===== src/rtl/erdf_pkg.sv =====
`timescale 1ns / 1ps

package erdf_pkg;

  localparam int TYPE_W  = 5;
  localparam int CODE_W  = 10;
  localparam int VALUE_W = 32;
  localparam int SEC_W   = 32;
  localparam int USEC_W  = 20;
  localparam int WIN_W   = 9;

  localparam logic [TYPE_W-1:0] TYPE_SYNC = 5'd0;
  localparam logic [TYPE_W-1:0] TYPE_KEY  = 5'd1;
  localparam logic [TYPE_W-1:0] TYPE_MISC = 5'd4;

  localparam logic [CODE_W-1:0] CODE_VOL_DOWN = 10'd114;
  localparam logic [CODE_W-1:0] CODE_VOL_UP   = 10'd115;
  localparam logic [CODE_W-1:0] CODE_SCAN     = 10'd4;

  localparam logic [VALUE_W-1:0] VAL_RELEASE = 32'd0;
  localparam logic [VALUE_W-1:0] VAL_PRESS   = 32'd1;
  localparam logic [VALUE_W-1:0] SCAN_UP     = 32'h000c_00e9;
  localparam logic [VALUE_W-1:0] SCAN_DOWN   = 32'h000c_00ea;

  localparam logic [WIN_W-1:0] WINDOW_MIN   = 9'd10;
  localparam logic [WIN_W-1:0] WINDOW_MAX   = 9'd500;
  localparam logic [WIN_W-1:0] WINDOW_RESET = 9'd100;

  // floor(n / 1000) == (n * 1073742) >> 30 for every n below 2^20
  localparam logic [20:0] RECIP_1000  = 21'd1073742;
  localparam int          RECIP_SHIFT = 30;
  localparam logic [12:0] MS_PER_SEC  = 13'd1000;

  typedef enum logic [1:0] {
    DIR_NONE = 2'd0,
    DIR_DOWN = 2'd1,
    DIR_UP   = 2'd2
  } dir_t;

  typedef struct packed {
    logic [TYPE_W-1:0]  ev_type;
    logic [CODE_W-1:0]  ev_code;
    logic [VALUE_W-1:0] ev_value;
  } item_t;

  typedef struct packed {
    logic  valid;
    item_t item;
  } push_t;

endpackage


===== src/rtl/erdf_front.sv =====
`timescale 1ns / 1ps

module erdf_front (
  input  logic                          clk,
  input  logic                          rst_n,
  input  logic                          cfg_wr_en,
  input  logic [erdf_pkg::WIN_W-1:0]    cfg_debounce_ms,
  input  logic                          accept,
  input  logic [erdf_pkg::TYPE_W-1:0]   ev_type,
  input  logic [erdf_pkg::CODE_W-1:0]   ev_code,
  input  logic [erdf_pkg::VALUE_W-1:0]  ev_value,
  input  logic [erdf_pkg::SEC_W-1:0]    stamp_seconds,
  input  logic [erdf_pkg::USEC_W-1:0]   stamp_micros,
  output logic                          busy,
  output erdf_pkg::push_t               push_o
);

  localparam int RECIP_TOP = erdf_pkg::RECIP_SHIFT + 10;

  logic [erdf_pkg::WIN_W-1:0]   win_r;
  logic                         busy_r;
  erdf_pkg::dir_t               dir_r;
  logic [erdf_pkg::SEC_W-1:0]   chg_sec_r;
  logic [erdf_pkg::USEC_W-1:0]  chg_us_r;
  erdf_pkg::item_t              item_r;
  logic [erdf_pkg::SEC_W-1:0]   sec_r;
  logic [erdf_pkg::USEC_W-1:0]  us_r;
  logic                         ds_zero_r;
  logic                         ds_plus_r;
  logic                         ds_minus_r;
  logic                         qneg_r;
  logic [10:0]                  qmag_r;

  logic [erdf_pkg::SEC_W:0]     ds;
  logic [erdf_pkg::USEC_W:0]    du;
  logic [erdf_pkg::USEC_W:0]    du_neg;
  logic [erdf_pkg::USEC_W-1:0]  du_mag;
  logic [40:0]                  prod;

  logic [erdf_pkg::WIN_W-1:0]   window;
  logic [12:0]                  q_s;
  logic [12:0]                  base;
  logic [12:0]                  dt;
  logic                         in_win;
  logic                         is_vol;
  logic                         press;
  logic                         release_ev;
  logic                         is_scan;
  erdf_pkg::dir_t               key_dir;
  logic                         reversal;
  logic                         drop;

  // Distance front half: deltas against the stored change time and |du|/1000
  assign ds     = {1'b0, stamp_seconds} - {1'b0, chg_sec_r};
  assign du     = {1'b0, stamp_micros} - {1'b0, chg_us_r};
  assign du_neg = ~du + 21'd1;
  assign du_mag = du[erdf_pkg::USEC_W] ? du_neg[erdf_pkg::USEC_W-1:0]
                                       : du[erdf_pkg::USEC_W-1:0];
  assign prod   = {21'd0, du_mag} * {20'd0, erdf_pkg::RECIP_1000};

  always_comb begin
    if (win_r < erdf_pkg::WINDOW_MIN) begin
      window = erdf_pkg::WINDOW_MIN;
    end else if (win_r > erdf_pkg::WINDOW_MAX) begin
      window = erdf_pkg::WINDOW_MAX;
    end else begin
      window = win_r;
    end
  end

  // Distance back half: seconds step of -1, 0 or +1 plus signed quotient
  assign q_s  = qneg_r ? (~{2'b00, qmag_r} + 13'd1) : {2'b00, qmag_r};
  assign base = ds_plus_r  ? erdf_pkg::MS_PER_SEC :
                ds_minus_r ? (~erdf_pkg::MS_PER_SEC + 13'd1) : 13'd0;
  assign dt   = base + q_s;
  assign in_win = (ds_zero_r | ds_plus_r | ds_minus_r) && !dt[12] &&
                  (dt[11:0] < {3'b000, window});

  assign is_vol = (item_r.ev_type == erdf_pkg::TYPE_KEY) &&
                  ((item_r.ev_code == erdf_pkg::CODE_VOL_UP) ||
                   (item_r.ev_code == erdf_pkg::CODE_VOL_DOWN));
  assign key_dir    = (item_r.ev_code == erdf_pkg::CODE_VOL_UP) ? erdf_pkg::DIR_UP
                                                                : erdf_pkg::DIR_DOWN;
  assign press      = is_vol && (item_r.ev_value == erdf_pkg::VAL_PRESS);
  assign release_ev = is_vol && (item_r.ev_value == erdf_pkg::VAL_RELEASE);
  assign is_scan    = (item_r.ev_type == erdf_pkg::TYPE_MISC) &&
                      (item_r.ev_code == erdf_pkg::CODE_SCAN);
  assign reversal   = (key_dir != dir_r) && (dir_r != erdf_pkg::DIR_NONE);

  always_comb begin
    drop = 1'b0;
    if (press && reversal && in_win) begin
      drop = 1'b1;
    end
    if (release_ev && reversal) begin
      drop = 1'b1;
    end
    if (is_scan) begin
      if ((item_r.ev_value == erdf_pkg::SCAN_UP) && (dir_r == erdf_pkg::DIR_DOWN)) begin
        drop = 1'b1;
      end
      if ((item_r.ev_value == erdf_pkg::SCAN_DOWN) && (dir_r == erdf_pkg::DIR_UP)) begin
        drop = 1'b1;
      end
    end
  end

  assign busy         = busy_r;
  assign push_o.valid = busy_r && !drop;
  assign push_o.item  = item_r;

  always_ff @(posedge clk) begin
    if (!rst_n) begin
      win_r     <= erdf_pkg::WINDOW_RESET;
      busy_r    <= 1'b0;
      dir_r     <= erdf_pkg::DIR_NONE;
      chg_sec_r <= '0;
      chg_us_r  <= '0;
    end else begin
      if (cfg_wr_en) begin
        win_r <= cfg_debounce_ms;
      end
      if (accept) begin
        busy_r <= 1'b1;
      end else if (busy_r) begin
        busy_r <= 1'b0;
        // every press moves the change time; a kept one also sets direction
        if (press) begin
          chg_sec_r <= sec_r;
          chg_us_r  <= us_r;
          if (!(reversal && in_win)) begin
            dir_r <= key_dir;
          end
        end
      end
    end
  end

  always_ff @(posedge clk) begin
    if (accept) begin
      item_r     <= '{ev_type: ev_type, ev_code: ev_code, ev_value: ev_value};
      sec_r      <= stamp_seconds;
      us_r       <= stamp_micros;
      ds_zero_r  <= (ds == '0);
      ds_plus_r  <= (ds == {{erdf_pkg::SEC_W{1'b0}}, 1'b1});
      ds_minus_r <= (ds == '1);
      qneg_r     <= du[erdf_pkg::USEC_W];
      qmag_r     <= prod[RECIP_TOP:erdf_pkg::RECIP_SHIFT];
    end
  end

endmodule


===== src/rtl/erdf_queue.sv =====
`timescale 1ns / 1ps

module erdf_queue (
  input  logic            clk,
  input  logic            rst_n,
  input  erdf_pkg::push_t push_i,
  output logic            full,
  output logic            head_valid,
  output erdf_pkg::item_t head,
  input  logic            deq
);

  erdf_pkg::item_t entry_r [2];
  logic            wr_ptr_r;
  logic            rd_ptr_r;
  logic [1:0]      count_r;
  logic [1:0]      count_nxt;

  assign full       = (count_r == 2'd2);
  assign head_valid = (count_r != 2'd0);
  assign head       = entry_r[rd_ptr_r];

  always_comb begin
    count_nxt = count_r;
    if (push_i.valid && !deq) begin
      count_nxt = count_r + 2'd1;
    end else if (!push_i.valid && deq) begin
      count_nxt = count_r - 2'd1;
    end
  end

  always_ff @(posedge clk) begin
    if (!rst_n) begin
      wr_ptr_r <= 1'b0;
      rd_ptr_r <= 1'b0;
      count_r  <= 2'd0;
    end else begin
      count_r <= count_nxt;
      if (push_i.valid) begin
        wr_ptr_r <= ~wr_ptr_r;
      end
      if (deq) begin
        rd_ptr_r <= ~rd_ptr_r;
      end
    end
  end

  always_ff @(posedge clk) begin
    if (push_i.valid) begin
      entry_r[wr_ptr_r] <= push_i.item;
    end
  end

endmodule


===== src/rtl/erdf_back.sv =====
`timescale 1ns / 1ps

module erdf_back (
  input  logic                          clk,
  input  logic                          rst_n,
  input  logic                          head_valid,
  input  erdf_pkg::item_t               head,
  output logic                          deq,
  input  logic                          pop,
  output logic                          empty,
  output logic [erdf_pkg::TYPE_W-1:0]   out_type,
  output logic [erdf_pkg::CODE_W-1:0]   out_code,
  output logic [erdf_pkg::VALUE_W-1:0]  out_value,
  output logic                          out_last_of_run
);

  logic            valid_r;
  logic            sync_pend_r;
  erdf_pkg::item_t res_r;
  logic            last_r;
  logic            take;

  assign take  = !valid_r || pop;
  assign deq   = take && !sync_pend_r && head_valid;
  assign empty = !valid_r;

  assign out_type        = res_r.ev_type;
  assign out_code        = res_r.ev_code;
  assign out_value       = res_r.ev_value;
  assign out_last_of_run = last_r;

  always_ff @(posedge clk) begin
    if (!rst_n) begin
      valid_r     <= 1'b0;
      sync_pend_r <= 1'b0;
    end else if (take) begin
      if (sync_pend_r) begin
        valid_r     <= 1'b1;
        sync_pend_r <= 1'b0;
      end else if (head_valid) begin
        valid_r     <= 1'b1;
        sync_pend_r <= (head.ev_type != erdf_pkg::TYPE_SYNC);
      end else begin
        valid_r <= 1'b0;
      end
    end
  end

  always_ff @(posedge clk) begin
    if (take) begin
      if (sync_pend_r) begin
        res_r  <= '{ev_type: erdf_pkg::TYPE_SYNC, ev_code: '0, ev_value: '0};
        last_r <= 1'b1;
      end else begin
        res_r  <= head;
        last_r <= (head.ev_type == erdf_pkg::TYPE_SYNC);
      end
    end
  end

endmodule


===== src/rtl/encoder_reversal_debounce_filter.sv =====
`timescale 1ns / 1ps
// The front takes no new item while deciding one; its distance check has two steps
//   (delta and 1/1000 multiply, then window compare and state update).
// Results leave at one per cycle while popped; a passed non-sync item gives two of them.
// Reset: synchronous, active low; window back to 100 ms, no direction, change time zero.
module encoder_reversal_debounce_filter (
  input  logic                          clk,
  input  logic                          rst_n,
  input  logic                          cfg_wr_en,
  input  logic [erdf_pkg::WIN_W-1:0]    cfg_debounce_ms,
  input  logic                          push,
  output logic                          full,
  input  logic [erdf_pkg::TYPE_W-1:0]   in_event_type,
  input  logic [erdf_pkg::CODE_W-1:0]   in_event_code,
  input  logic [erdf_pkg::VALUE_W-1:0]  in_event_value,
  input  logic [erdf_pkg::SEC_W-1:0]    in_stamp_seconds,
  input  logic [erdf_pkg::USEC_W-1:0]   in_stamp_micros,
  output logic                          empty,
  input  logic                          pop,
  output logic [erdf_pkg::TYPE_W-1:0]   out_type,
  output logic [erdf_pkg::CODE_W-1:0]   out_code,
  output logic [erdf_pkg::VALUE_W-1:0]  out_value,
  output logic                          out_last_of_run
);

  logic            accept;
  logic            front_busy;
  logic            q_full;
  logic            q_head_valid;
  logic            q_deq;
  erdf_pkg::push_t q_push;
  erdf_pkg::item_t q_head;

  // Hold new items while the front still decides one, or while the queue
  // has no room for what the front could hand over next.
  assign full   = front_busy || q_full;
  assign accept = push && !full;

  // Front: classify each item against direction and change time, drop or pass.
  erdf_front u_front (
    .clk             (clk),
    .rst_n           (rst_n),
    .cfg_wr_en       (cfg_wr_en),
    .cfg_debounce_ms (cfg_debounce_ms),
    .accept          (accept),
    .ev_type         (in_event_type),
    .ev_code         (in_event_code),
    .ev_value        (in_event_value),
    .stamp_seconds   (in_stamp_seconds),
    .stamp_micros    (in_stamp_micros),
    .busy            (front_busy),
    .push_o          (q_push)
  );

  // Two-entry queue decouples the decision from result delivery.
  erdf_queue u_queue (
    .clk        (clk),
    .rst_n      (rst_n),
    .push_i     (q_push),
    .full       (q_full),
    .head_valid (q_head_valid),
    .head       (q_head),
    .deq        (q_deq)
  );

  // Back: emit each passed item, then a trailing sync unless it is a sync.
  erdf_back u_back (
    .clk             (clk),
    .rst_n           (rst_n),
    .head_valid      (q_head_valid),
    .head            (q_head),
    .deq             (q_deq),
    .pop             (pop),
    .empty           (empty),
    .out_type        (out_type),
    .out_code        (out_code),
    .out_value       (out_value),
    .out_last_of_run (out_last_of_run)
  );

  // The front never hands over an item when the queue is full.
  a_no_overflow: assert property (@(posedge clk) disable iff (!rst_n)
    q_push.valid |-> !q_full)
    else $error("queue overflow");

  // An accepted item keeps the front busy for its decide cycle.
  a_busy_after_accept: assert property (@(posedge clk) disable iff (!rst_n)
    accept |=> full)
    else $error("front took an item while deciding");

  // A taken result that is not last of its run is followed by its sync.
  a_sync_follows: assert property (@(posedge clk) disable iff (!rst_n)
    (pop && !empty && !out_last_of_run) |=>
      (!empty && out_last_of_run && (out_type == erdf_pkg::TYPE_SYNC)))
    else $error("missing trailing sync");

  // Only a passed item that the front just decided may enter the queue.
  a_push_from_busy: assert property (@(posedge clk) disable iff (!rst_n)
    q_push.valid |-> front_busy)
    else $error("queue push without a decision");

endmodule

===== config.mk =====
export PLATFORM = sky130hd
export DESIGN_NAME = encoder_reversal_debounce_filter
export DESIGN_NICKNAME = d
export VERILOG_FILES = /design/src/rtl/erdf_pkg.sv /design/src/rtl/erdf_front.sv /design/src/rtl/erdf_queue.sv /design/src/rtl/erdf_back.sv /design/src/rtl/encoder_reversal_debounce_filter.sv
export SDC_FILE = /design/constraint.sdc
export NUM_CORES = 1
export LEC_CHECK = 0
export BUFFER_PORTS_ARGS = -buffer_cell sky130_fd_sc_hd__buf_2
export CORE_MARGIN = 2
export CORE_UTILIZATION = 55
export DETAILED_ROUTE_END_ITERATION = 8
export GPL_TIMING_DRIVEN = 0
export MAX_ROUTING_LAYER = met4
export PLACE_DENSITY_LB_ADDON = 0.25
export SLEW_MARGIN = 40
export SYNTH_ARGS = -nofsm -noshare
export SYNTH_HDL_FRONTEND = slang
export SYNTH_SLANG_ARGS = --single-unit
export TNS_END_PERCENT = 100

===== constraint.sdc =====
create_clock -name clk -period 13.5 [get_ports clk]
set_input_delay 0 -clock clk [delete_from_list [all_inputs] [get_ports clk]]
set_output_delay 0 -clock clk [all_outputs]
set_load 0.03 [all_outputs]

* Yosys cells after proc, flatten, opt, wreduce, memory -nomap -nowiden
Memory sizes are Yosys's and may differ from the RTL's. A register that Yosys moved wholly into a read port is not among the register bits. Cells that the tools add are included.
Cells by class: $add $sub $neg 7, $mul 1, $lt $le $gt $ge 3, equality and inequality tests 14, multiplexer cells 23, bitwise logic cells 8, reduce and logical (&&, ||, !) cells 38
Operator list (number):
- 32-bit by 20-bit equality test with 1-bit output (second input constant) | 2
- 20-bit by 20-bit multiplier with 40-bit output (second input constant) | 1
- 13-bit 2-to-1 mux | 3
- 33-bit by 1-bit equality test with 1-bit output (second input constant) | 1
- 33-bit equality test (second input constant) | 1
- 33-bit logical NOT | 1
- 32-bit by 32-bit subtractor with 33-bit output | 1
- 32-bit by 1-bit equality test with 1-bit output (second input constant) | 1
- 32-bit logical NOT | 1
- 20-bit by 20-bit subtractor with 21-bit output | 1
- 20-bit by 1-bit adder with 20-bit output (second input constant) | 1
- 10-bit by 7-bit equality test with 1-bit output (second input constant) | 2
- 20-bit 2-to-1 mux | 1
- 20-bit NOT | 1
- 1-bit logical AND | 19
- 9-bit 2-to-1 mux | 2
- 1-bit 2-to-1 mux | 14
- 13-bit by 1-bit adder with 13-bit output (second input constant) | 1
- 13-bit adder | 1
- 11-bit NOT with 13-bit output | 1
- 12-bit by 9-bit less-than comparator with 1-bit output | 1
- 10-bit by 3-bit equality test with 1-bit output (second input constant) | 1
- 9-bit > comparator (second input constant) | 1
- 9-bit by 4-bit less-than comparator with 1-bit output (second input constant) | 1
- 17 further kinds | 34
Word-level totals: register bits after elaboration 232, RAM bits 94, bits of input ports 113, output and inout port bits 50, logic and storage cells 119, memories kept 1
Memories:
- u_queue.entry_r | depth 2, width 47, read ports 1, clocked after Yosys merged registers in 1, write ports 1, line erdf_queue.sv:13 | erdf_pkg::item_t entry_r [2];

* Longest topological paths before layout
Gate-level depths: netlist of run 1.
word-level depth 19, depth in mapped cells 36, mapped depth without buffers 36

* Modules after synthesis
From an unflattened synthesis of run 1, not the netlist that was laid out.
Unflattened totals: cell total of the unflattened synthesis 1796, area total of the unflattened synthesis 20817.5 µm²
By module, submodules not included:
- erdf_front | instances 1, cells each 1513, area an instance 15300.9 µm², seq. area each 4704.5 µm²
- erdf_queue | instances 1, cells each 168, area an instance 3619.7 µm², seq. area each 2922.8 µm²
- erdf_back | instances 1, cells each 113, area an instance 1883.1 µm², seq. area each 1481.4 µm²
- encoder_reversal_debounce_filter | instances 1, cells each 2, area an instance 13.8 µm², seq. area each 0.0 µm²

* Worst setup path after synthesis of run 1
OpenSTA, ideal clock, no wires.
path kind reg-to-reg, start reg u_front.chg_us_r[0] in the netlist's numbering, end reg u_front.qmag_r[9] (data pin), library setup time 287 ps, arrival 8441 ps, data required time 13213 ps, path slack 4772 ps, cell stages (with the launch flop) 36, path buffers 1, clock period less this slack 8728 ps, cells stage by stage dfxtp_1 ha_1 inv_1 fa_1 a211oi_1 nor3_1 o2111a_1 o21ai_0 a31oi_1 or4_1 o21a_1 clkbuf_1 nor2_1 xor2_1 ha_1 ha_1 fa_1 inv_1 fa_1 inv_1 fa_1 fa_1 inv_1 fa_1 inv_1 ha_1 a21oi_1 o21ai_0 a2111oi_0 o21ai_0 o21ai_0 a211o_1 a31oi_1 and4_1 a2111oi_0 xor2_1
On the way: cells in the longest elaborated chain, start to end 5
RTL lines:
- from (decl) | line erdf_front.sv:24 | logic [erdf_pkg::USEC_W-1:0] chg_us_r;
- from (signal assigned) | line erdf_front.sv:130 | chg_us_r <= us_r;
- 20-bit by 20-bit subtractor with 21-bit output (*) | line erdf_front.sv:55 | assign du = {1'b0, stamp_micros} - {1'b0, chg_us_r};
- 20-bit NOT | line erdf_front.sv:56 | assign du_neg = ~du + 21'd1;
- 20-bit by 1-bit adder with 20-bit output | line erdf_front.sv:56
- 20-bit 2-to-1 mux (*) | line erdf_front.sv:57 | assign du_mag = du[erdf_pkg::USEC_W] ? du_neg[erdf_pkg::USEC_W-1:0]
- 20-bit by 20-bit multiplier with 40-bit output (*) | line erdf_front.sv:59 | assign prod = {21'd0, du_mag} * {20'd0, erdf_pkg::RECIP_1000};
- net u_front.prod[39] | line erdf_front.sv:38 | logic [40:0] prod;
- to (signal assigned) | line erdf_front.sv:148 | qmag_r <= prod[RECIP_TOP:erdf_pkg::RECIP_SHIFT];
- to (decl) | line erdf_front.sv:32 | logic [10:0] qmag_r;
Mark *: on every way through the listed nets, which the timed path passes. The rest lies on a longest branch. A chain may end at the register's enable or synchronous reset.

* Worst setup path after layout of run 1
Ends and elaborated chain as after synthesis.

==> results.yml, run 1 <==
timing:
  grt_setup_unrepaired: "false"
  fin_ws_ns: 3.01
  worstMarginPinSlew_ns: 0.850
  timing.fmax_mhz: 95.3
  min_period_ns: 10.49
  relSlewSlack_pct: 43.1
  fin_crit_sh_pct: 77.7
  hold_viol: 0
  drv_slew: 0
  fin_hold_ws_ns: 0.104
  skew_ns: 0.0142
  finalSetupViolations: 0
  setup_tns_ns: 0
global_route:
  grt_usage_pct: 25.7
  grt_pass1_wl_um: 77200
  grt_max_degree: 49
  grt_overflow: 0
  antenna_found_initial: 1
  grt_pass1_vias: 15472
routing:
  drt_iter0_drc: 957
  via_per_inst: 5.45
  wire_per_inst_um: 17.1
  wl_met2_um: 23600
  dr_wl_met3_um: 2690
  firstDrtPassIters: 5
  drcViolationCount: 0
  top_layer_used: "met4"
  wl_met1_um: 19900
  wl_um: 47700
  ant_nets: 0
  via_count: 15176
critical_path:
  crit_path_top_delay_cell: "a2111oi_0"
  critPathLaunchType: "register"
  crit_arrival_ns: 10.75
  path_class: "register to register"
  cp_data_required_time_ns: 13.75
  cpLargestDelayFamily: "adder cells"
  cp_common_cell: "fa_1"
  path_max_fanout: 10
  path_buf_inv: 6
  slowest_delay_ns: 0.64
  end_kind: "register"
clock_tree:
  tritoncts: "yes"
  cts_sinks: 327
  cts_buffers: 36
  cts_max_path_buffers: 3
  post_cts_resized: 0
  post_cts_buffers: 0
  ctsHoldBuffers: 112
  insertion_delay_ns: 0.54
  path_clk_slew_ns: 0.06
  htreeDepth: 2
  cts_root_buf: "clkbuf_16"
logic_synthesis:
  ys.warnings.count: 0
  syn_inst: 1924
  seq_area_frac_synth_pct: 43.6
  synth_fp_nets: 2366
  ys_seq_elements: 327
  syn_area_mm2: 0.0209
  syn_avg_cell_area_um2: 10.8
  synth_cell_types: 72
  synth-edff-count: 256
  ys.flop_type: "edfxtp_1"
  async_flop_share_pct: 0
layout:
  layout_commonest_cell: "inv_1"
  final_nets: 2686
  area_growth_pct: 19.6
  drive_above_1_share_pct: 11.5
  final_cell_mix: "inv_1 (273), edfxtp_1 (256), ha_1 (241)"
  fin_util_pct: 66.6
floorplanning:
  dieWidth_um: 199
  pin_count: 163
  dieArea_mm2: 0.0395
  core_mm2: 0.0375
  row_count: 71
  die_h_um: 199
  start_util_pct: 55.7
outcome:
  status: "finished clean"
job:
  drv_cap: 0
pwr:
  ir_drop_mv: 0.511
  power_density_mw_per_mm2: 247
  power.leakage_uw: 0.0104
place:
  portBuffers: 162
  pre_cts_ws_ns: 3.03
  hpwl_um: 35200
  gp_congestion: 0.898
min_path:
  min_path_type: "input port to register"
==> metal layers <==
metal	global-route usage [%]	vias to the layer above
met5	-	-
met4	8.71	0
met3	4.10	93
met2	43.7	423
met1	31.2	7272
li1	-	7388
==> cells by family (layout without fill, tap and decap cells) <==
group	Yosys count	count (layout)	synth area share, %
and+or+nand+nor	484	484	11.1
AOI/OAI and AO/OA	331	331	10.7
adders and majority gates	329	329	22.9
DFF	327	327	43.6
buffers and inverters	321	668	5.79
xor gates and xnor gates	74	74	3.11
muxes	58	58	2.79
other	0	2	0
==> metrics by stage <==
stage | instance area [µm²] | instances | total power (µW)
floorplan | 20900 | 1924 | 4140
global placement | 22300 | 2597 | 4920
detailed placement | 22600 | 2605 | 5130
CTS | 24900 | 2782 | 6220
global route | 25000 | 2783 | 6910
finish | 25000 | 2784 | 6170
==> worst paths after layout <==
check	startpoint	end	slack, ns	cells after the start
setup / recovery	u_front.chg_us_r[0]$_SDFFE_PN0P_	u_front.qmag_r[9]$_DFFE_PP_	3.01	35
hold / removal	cfg_wr_en	u_front.win_r[5]$_SDFFE_PN1P_	0.10	4
setup reg to reg	u_front.chg_us_r[0]$_SDFFE_PN0P_	u_front.qmag_r[9]$_DFFE_PP_	3.01	35
hold reg to reg	u_front.chg_us_r[7]$_SDFFE_PN0P_	u_front.chg_us_r[7]$_SDFFE_PN0P_	0.46	2
==> worst register-to-register path, delay by kind of cell (launching register included) <==
| kind | cells | cell delay [ns] |
|---|---|---|
| adder cells (fa/ha/maj) | 10 | 3.93 |
| AO/OA/AOI/OAI | 13 | 3.69 |
| AND/OR/NAND/NOR | 4 | 0.96 |
| XOR/XNOR | 2 | 0.70 |
| buffers and inverters | 6 | 0.61 |
| flip-flops | 1 | 0.33 |
==> layout make-up <==
cell class / count / area, µm²
diodes: 2 / 5.00
plain buffers: 46 / 176
clock buffers: 44 / 972
clock inverters: 21 / 279
fillers: 2870 / 12500
inverters: 275 / 1030
multi-input cells: 1276 / 10600
flip-flops and latches: 327 / 9110
well taps: 511 / 639
repair buffers: 282 / 2120
==> flip-flops by register name, indices dropped and copies added (netlist names), 2 cells and up, named ones only <==
register and count:
u_front.dir_r 2, u_queue.count_r 2, u_back.out_type 5, u_front.us_r 20, u_front.win_r 9, u_back.out_value 32
u_front.chg_sec_r 32, u_front.chg_us_r 20, u_front.sec_r 32, u_queue.entry_r 94, u_front.qmag_r 11, u_back.out_code 10
u_front.push_o 47
==> power by group <==
| group | switching [µW] | internal [µW] | total, µW |
|---|---|---|---|
| Sequential | 77.0 | 1350 | 1420 |
| Clock | 403 | 632 | 1030 |
| Combinational | 2170 | 1540 | 3710 |
| Total | 2650 | 3520 | 6170 |
==> cells in the mapped netlist, types with 5 or more instances <==
| cell | instances | area [µm²] |
|---|---|---|
| nor2_1 | 127 | 477 |
| and3_1 | 15 | 93.8 |
| o31ai_1 | 11 | 82.6 |
| inv_1 | 274 | 1030 |
| clkbuf_1 | 39 | 146 |
| nand4_1 | 19 | 119 |
| a21oi_1 | 77 | 385 |
| buf_1 | 5 | 18.8 |
| nor3_1 | 29 | 145 |
| a211o_1 | 6 | 52.6 |
| o21a_1 | 15 | 113 |
| ha_1 | 241 | 3020 |
| or2_2 | 8 | 50.1 |
| and2_1 | 7 | 43.8 |
| a31oi_1 | 7 | 43.8 |
| fa_1 | 88 | 1760 |
| nor2b_1 | 23 | 144 |
| dfxtp_1 | 71 | 1420 |
| a211oi_1 | 13 | 97.6 |
| or4_1 | 5 | 37.5 |
| o211ai_1 | 12 | 90.1 |
| o21ai_0 | 57 | 285 |
| nor4_1 | 20 | 125 |
| a21boi_0 | 65 | 488 |
| xnor2_1 | 41 | 359 |
| mux2i_1 | 57 | 571 |
| nand2b_1 | 13 | 81.3 |
| o2111ai_1 | 5 | 43.8 |
| or3_1 | 10 | 62.6 |
| edfxtp_1 | 256 | 7690 |
| o21bai_1 | 10 | 75.1 |
| a21o_1 | 15 | 113 |
| xor2_1 | 33 | 289 |
| nand2_1 | 168 | 631 |
| nand3_1 | 14 | 70.1 |
Power figures use the tool's default switching activity.
==> inputs of run 2 (changes only) <==
Clock period 13.5 ns to 8.7 ns, I/O delays scaled along.
==> results.yml, run 2 (synthesis gave the netlist of run 1 again) <==
outcome:
  status: "complete, but fails checks"
  failed_checks: "setup timing"
floorplanning:
  dieArea_mm2: 0.0395
  core_mm2: 0.0375
  row_count: 71
  die_h_um: 199
  dieWidth_um: 199
  pin_count: 163
  start_util_pct: 55.7
clock_tree:
  path_clk_slew_ns: 0.06
  htreeDepth: 2
  tritoncts: "yes"
  cts_buffers: 37
  cts_max_path_buffers: 3
  cts_sinks: 327
  insertion_delay_ns: 0.55
  cts_root_buf: "clkbuf_16"
pwr:
  comb_power_share_pct: 65.0
  p_int_uw: 5830
  seq_power_share_pct: 20.9
  swShare_pct: 44.6
  power_density_mw_per_mm2: 405
  power.leakage_uw: 0.0107
  power_frac_clock_pct: 14.1
  p_sw_uw: 4700
  ir_drop_mv: 0.917
  finalPower_uw: 10500
timing:
  grt_setup_unrepaired: "true"
  relSlewSlack_pct: 43.0
  fin_hold_ws_ns: 0.106
  hold_viol: 0
  skew_ns: 0.0204
  worstMarginPinSlew_ns: 0.855
  timing.fmax_mhz: 114
  min_period_ns: 8.79
  fin_ws_ns: -0.0892
  finalSetupViolations: 2
  drv_slew: 0
  fin_crit_sh_pct: 101
global_route:
  grtUsageMet2_pct: 45.4
  antenna_found_initial: 1
  grt_busiest_layer: "met2"
  grt_pass1_vias: 15751
  grt_use_met1_pct: 30.7
  grt_usage_pct: 26.0
  grt_pass1_wl_um: 78000
  grt_overflow: 0
  grt_max_degree: 49
  met3_usage_pct: 4.00
layout:
  area_growth_pct: 24.7
  fin_util_pct: 69.4
  layout_commonest_cell: "inv_1"
  largest_reg_flops: 94
  final_nets: 2743
  final_cells: 2841
  drive_above_1_share_pct: 17.3
  regMostFlops: "u_queue.entry_r"
  final_cell_mix: "inv_1 (264), edfxtp_1 (256), ha_1 (226)"
routing:
  via_count: 15634
  wl_um: 50800
  drt_iter0_drc: 818
  via_per_inst: 5.50
  firstDrtPassIters: 5
  wire_per_inst_um: 17.9
  ant_nets: 0
  drcViolationCount: 0
critical_path:
  end_kind: "register"
  critPathLaunchType: "register"
  cp_data_required_time_ns: 9.00
  path_class: "register to register"
  cp_common_cell: "fa_1"
  path_max_fanout: 5
  crit_path_top_delay_cell: "or4_1"
  slowest_delay_ns: 0.55
  cp-startpoint: "u_front.chg_us_r[0]$_SDFFE_PN0P_"
  rr_startpoint: "u_front.chg_us_r[0]$_SDFFE_PN0P_"
  crit_arrival_ns: 9.09
place:
  dp.cells: 2604
  portBuffers: 162
  hpwl_um: 35500
  gp_congestion: 0.925
job:
  drv_cap: 0
min_path:
  min_path_type: "input port to register"
  min_from: "cfg_wr_en"
## run 2: cell types whose count changed in the layout (fill, tap and decap cells not counted), sizes merged
cell,previous run,this run
clkinvlp,3,1
diode,2,1
bufinv,6,1
clkinv,10,15
buf,176,236
## run 2: metal layers
| metal | up-vias | share of wire, % |
|---|---|---|
| met4 | 0 | 3.4 |
| li1 | 7480 | - |
| met1 | 7548 | 40 |
| met3 | 140 | 5.5 |
| met2 | 466 | 51 |
| met5 | - | 0 |
## run 2: power groups by stage
| stage | clock network [µW] | logic [µW] | registers, µW |
|---|---|---|---|
| floorplan | 0 | 4000 | 2430 |
| global placement | 0 | 5380 | 2240 |
| detailed placement | 0 | 5650 | 2230 |
| CTS | 1510 | 5980 | 2200 |
| global route | 1570 | 7770 | 2230 |
| finish | 1480 | 6840 | 2200 |
## run 2: cell type report
class / instances / area (µm²)
multi-input combinational: 1276 / 11300
buffer: 43 / 180
inverter: 275 / 1040
tap: 511 / 639
clock inverter: 19 / 163
timing repair buffer: 341 / 2590
fill: 2714 / 11500
sequential: 327 / 9110
clock buffer: 48 / 997
antenna: 1 / 2.50
## run 2: metrics by stage
stage                     worst slack (ns)  setup TNS (ns)  area (µm²)
after floorplan                     0.0489               0       20900
after global placement               -1.35           -8.68       22300
after detailed placement             -1.48          -10.05       22600
after CTS                          0.00779               0       25300
after global routing                -0.422           -1.50       26000
final                              -0.0892          -0.176       26000
## run 2: worst paths after layout
path | depth (start not counted) | endpoint | slack [ns]
min | 4 | u_front.win_r[6]$_SDFFE_PN1P_ | 0.11
max | 36 | u_front.qmag_r[8]$_DFFE_PP_ | -0.09
min reg2reg | 2 | u_front.chg_us_r[4]$_SDFFE_PN0P_ | 0.46
max reg2reg | 36 | u_front.qmag_r[8]$_DFFE_PP_ | -0.09
## run 2: critical path: cells and delay by family (launching register included)
| family | cells | cell delay [ns] |
|---|---|---|
| AO/OA/AOI/OAI | 10 | 2.25 |
| XOR/XNOR | 2 | 0.20 |
| adder cells (fa/ha/maj) | 10 | 3.64 |
| buffers and inverters | 7 | 0.55 |
| flip-flops | 1 | 0.35 |
| AND/OR/NAND/NOR | 7 | 1.54 |
## run 2: what timing repair did
item	CTS	global route
gates cloned	0	1
hold buffers	112	0
pin swaps	16	57
endpoints found under the setup margin	11	9
buffers inserted	19	40
gates resized for setup	59	73
endpoints found under the hold margin	119	0
==> inputs of run 3 (changes only) <==
Settings changed: ABC_AREA set to 1, CAP_MARGIN set to 20.
==> results.yml, run 3 <==
outcome:
  status: "finished clean"
timing:
  skew_ns: 0.0169
  finalSetupViolations: 0
  setup_tns_ns: 0
  min_period_ns: 8.25
  hold_viol: 0
  grt_setup_unrepaired: "false"
  timing.fmax_mhz: 121
  fin_crit_sh_pct: 94.8
  relSlewSlack_pct: 49.1
  fin_ws_ns: 0.454
  worstMarginPinSlew_ns: 0.758
  drv_slew: 0
logic_synthesis:
  async_flop_share_pct: 0
  ys.warnings.count: 0
  syn_avg_cell_area_um2: 8.96
  seq_area_frac_synth_pct: 41.1
  synth-edff-count: 256
  yosys.area.top_type: "edfxtp_1"
  synth_fp_nets: 2915
  synth-simple-area-share_pct: 17.7
  synth_compound_area_share_pct: 8.64
  synthTopCellsByArea: "edfxtp_1 (35%), ha_1 (14%), fa_1 (7.9%)"
  syn_inst: 2473
  synth.most_common_cell: "inv_1"
  synthTopCellsByCount: "inv_1 (461), nand2_1 (409), edfxtp_1 (256)"
  synthXorXnorAreaFrac_pct: 2.04
  ys_seq_elements: 327
  ys.flop_type: "edfxtp_1"
  synthAdderAreaFrac_pct: 21.6
  synthMuxAreaShare_pct: 0.226
  synth_top_cell_area_share_pct: 34.7
  synth_top_family_by_area: "adder cells"
  synth_cell_types: 58
  syn_area_mm2: 0.0222
layout:
  regMostFlops: "u_queue.entry_r"
  area_growth_pct: 18.5
  seq_area_mm2: 0.00911
  largest_reg_flops: 94
  multi_input_area_mm2: 0.0112
  layout_commonest_cell: "inv_1"
  final_cell_mix: "inv_1 (459), nand2_1 (409), edfxtp_1 (256)"
  drive_above_1_share_pct: 11.0
  fin_util_pct: 66.1
  final_nets: 3245
  fill_cells: 3166
floorplanning:
  dieWidth_um: 205
  pin_count: 163
  dieArea_mm2: 0.0419
  core_mm2: 0.0397
  start_util_pct: 55.8
  die_h_um: 205
  row_count: 73
clock_tree:
  cts_root_buf: "clkbuf_16"
  cts_buffers: 36
  htreeDepth: 2
  cts_sinks: 327
  cts_max_path_buffers: 3
  post_cts_buffers: 0
  tritoncts: "yes"
  path_clk_slew_ns: 0.06
  insertion_delay_ns: 0.54
global_route:
  grt_pass1_wl_um: 90000
  antenna_found_initial: 4
  grt_usage_pct: 28.0
  grt_overflow: 0
  grt_max_degree: 39
  grt_pass1_vias: 17995
routing:
  wire_per_inst_um: 16.5
  firstDrtPassIters: 5
  drt_iter0_drc: 1041
  wl_um: 55500
  via_count: 17784
  via_per_inst: 5.30
  drcViolationCount: 0
  ant_nets: 0
critical_path:
  cp_data_required_time_ns: 8.96
  path_max_fanout: 6
  crit_path_top_delay_cell: "fa_1"
  cp_common_cell: "nand2_1"
  cpLargestDelayFamily: "adder cells"
  end_kind: "register"
  crit_arrival_ns: 8.51
  critPathLaunchType: "register"
  path_class: "register to register"
  slowest_delay_ns: 0.56
  path_buf_inv: 7
pwr:
  power.leakage_uw: 0.0122
  power_frac_clock_pct: 13.3
  seq_power_share_pct: 20.2
  p_sw_uw: 5310
  p_int_uw: 5540
  swShare_pct: 48.9
  ir_drop_mv: 0.507
  power_density_mw_per_mm2: 413
  comb_power_share_pct: 66.6
  finalPower_uw: 10900
place:
  portBuffers: 161
  hpwl_um: 43200
  gp_congestion: 0.934
  pre_cts_ws_ns: 0.395
job:
  drv_cap: 0
min_path:
  min_path_type: "input port to register"
[run 3: worst register-to-register path, delay by kind of cell (launching register included)]
family / cells / cell delay [ns]
compound gates: 3 / 0.57
flops: 1 / 0.34
buf+inv: 7 / 0.59
fa+ha+maj: 10 / 3.91
simple gates: 16 / 2.08
xor+xnor: 2 / 0.48
[run 3: cell type report]
| type | instances | area share [%] |
|---|---|---|
| antenna | 4 | 0.0381 |
| buffer | 36 | 0.581 |
| clock buffer | 45 | 3.71 |
| clock inverter | 19 | 0.543 |
| inverter | 474 | 6.80 |
| multi-input combinational | 1636 | 42.5 |
| sequential | 327 | 34.7 |
| tap | 525 | 2.50 |
| timing repair buffer | 292 | 8.61 |
[run 3: power by group through the flow]
stage / sequential, µW / clock (µW) / combinational [µW]
2_1_floorplan: 2460 / 0 / 4880
3_3_place_gp: 2250 / 0 / 6900
3_5_place_dp: 2220 / 0 / 7060
4_1_cts: 2190 / 1460 / 7200
5_1_grt: 2210 / 1530 / 8220
6_report: 2190 / 1440 / 7230
[run 3: final timing paths]
kind | slack, ns | cells past startpoint | startpoint | endpoint
max | 0.45 | 38 | u_front.chg_us_r[0]$_SDFFE_PN0P_ | u_front.qmag_r[7]$_DFFE_PP_
min | 0.06 | 3 | rst_n | u_front.win_r[7]$_SDFFE_PN0P_
max reg2reg | 0.45 | 38 | u_front.chg_us_r[0]$_SDFFE_PN0P_ | u_front.qmag_r[7]$_DFFE_PP_
min reg2reg | 0.45 | 1 | u_queue.rd_ptr_r$_SDFFE_PN0P_ | register
[run 3: what timing repair did]
item,CTS,global route
resized for setup,0,1
hold buffers,119,0
endpoints found under the hold margin,135,0
endpoints found under the setup margin,0,2
[run 3: logic make-up after synthesis]
kind of cell | count (synthesis)
AO/OA/AOI/OAI | 356
multiplexers | 5
AND/OR/NAND/NOR | 899
buffers and inverters | 510
XOR/XNOR | 47
flip-flops | 327
adder cells (fa/ha/maj) | 329
[run 3: metrics by stage]
step	cells	hold WS, ns	cell area, µm²
global route	3358	0.115	26300
CTS	3354	0.0589	26200
global placement	3159	0.178	23600
floorplan	2473	0.0989	22200
detailed placement	3171	0.179	23900
finish	3358	0.0601	26300
[run 3: per-layer routing]
layer  global-route usage [%]  wire (µm)  up-vias  part of all wire (%)
met1                     35.5      24600     8363                    44
li1                         -          -     8815                     -
met4                     7.53       1380        0                   2.5
met2                     47.1      26500      501                    48
met5                        -          0        -                     0
met3                     3.72       3060      105                   5.5
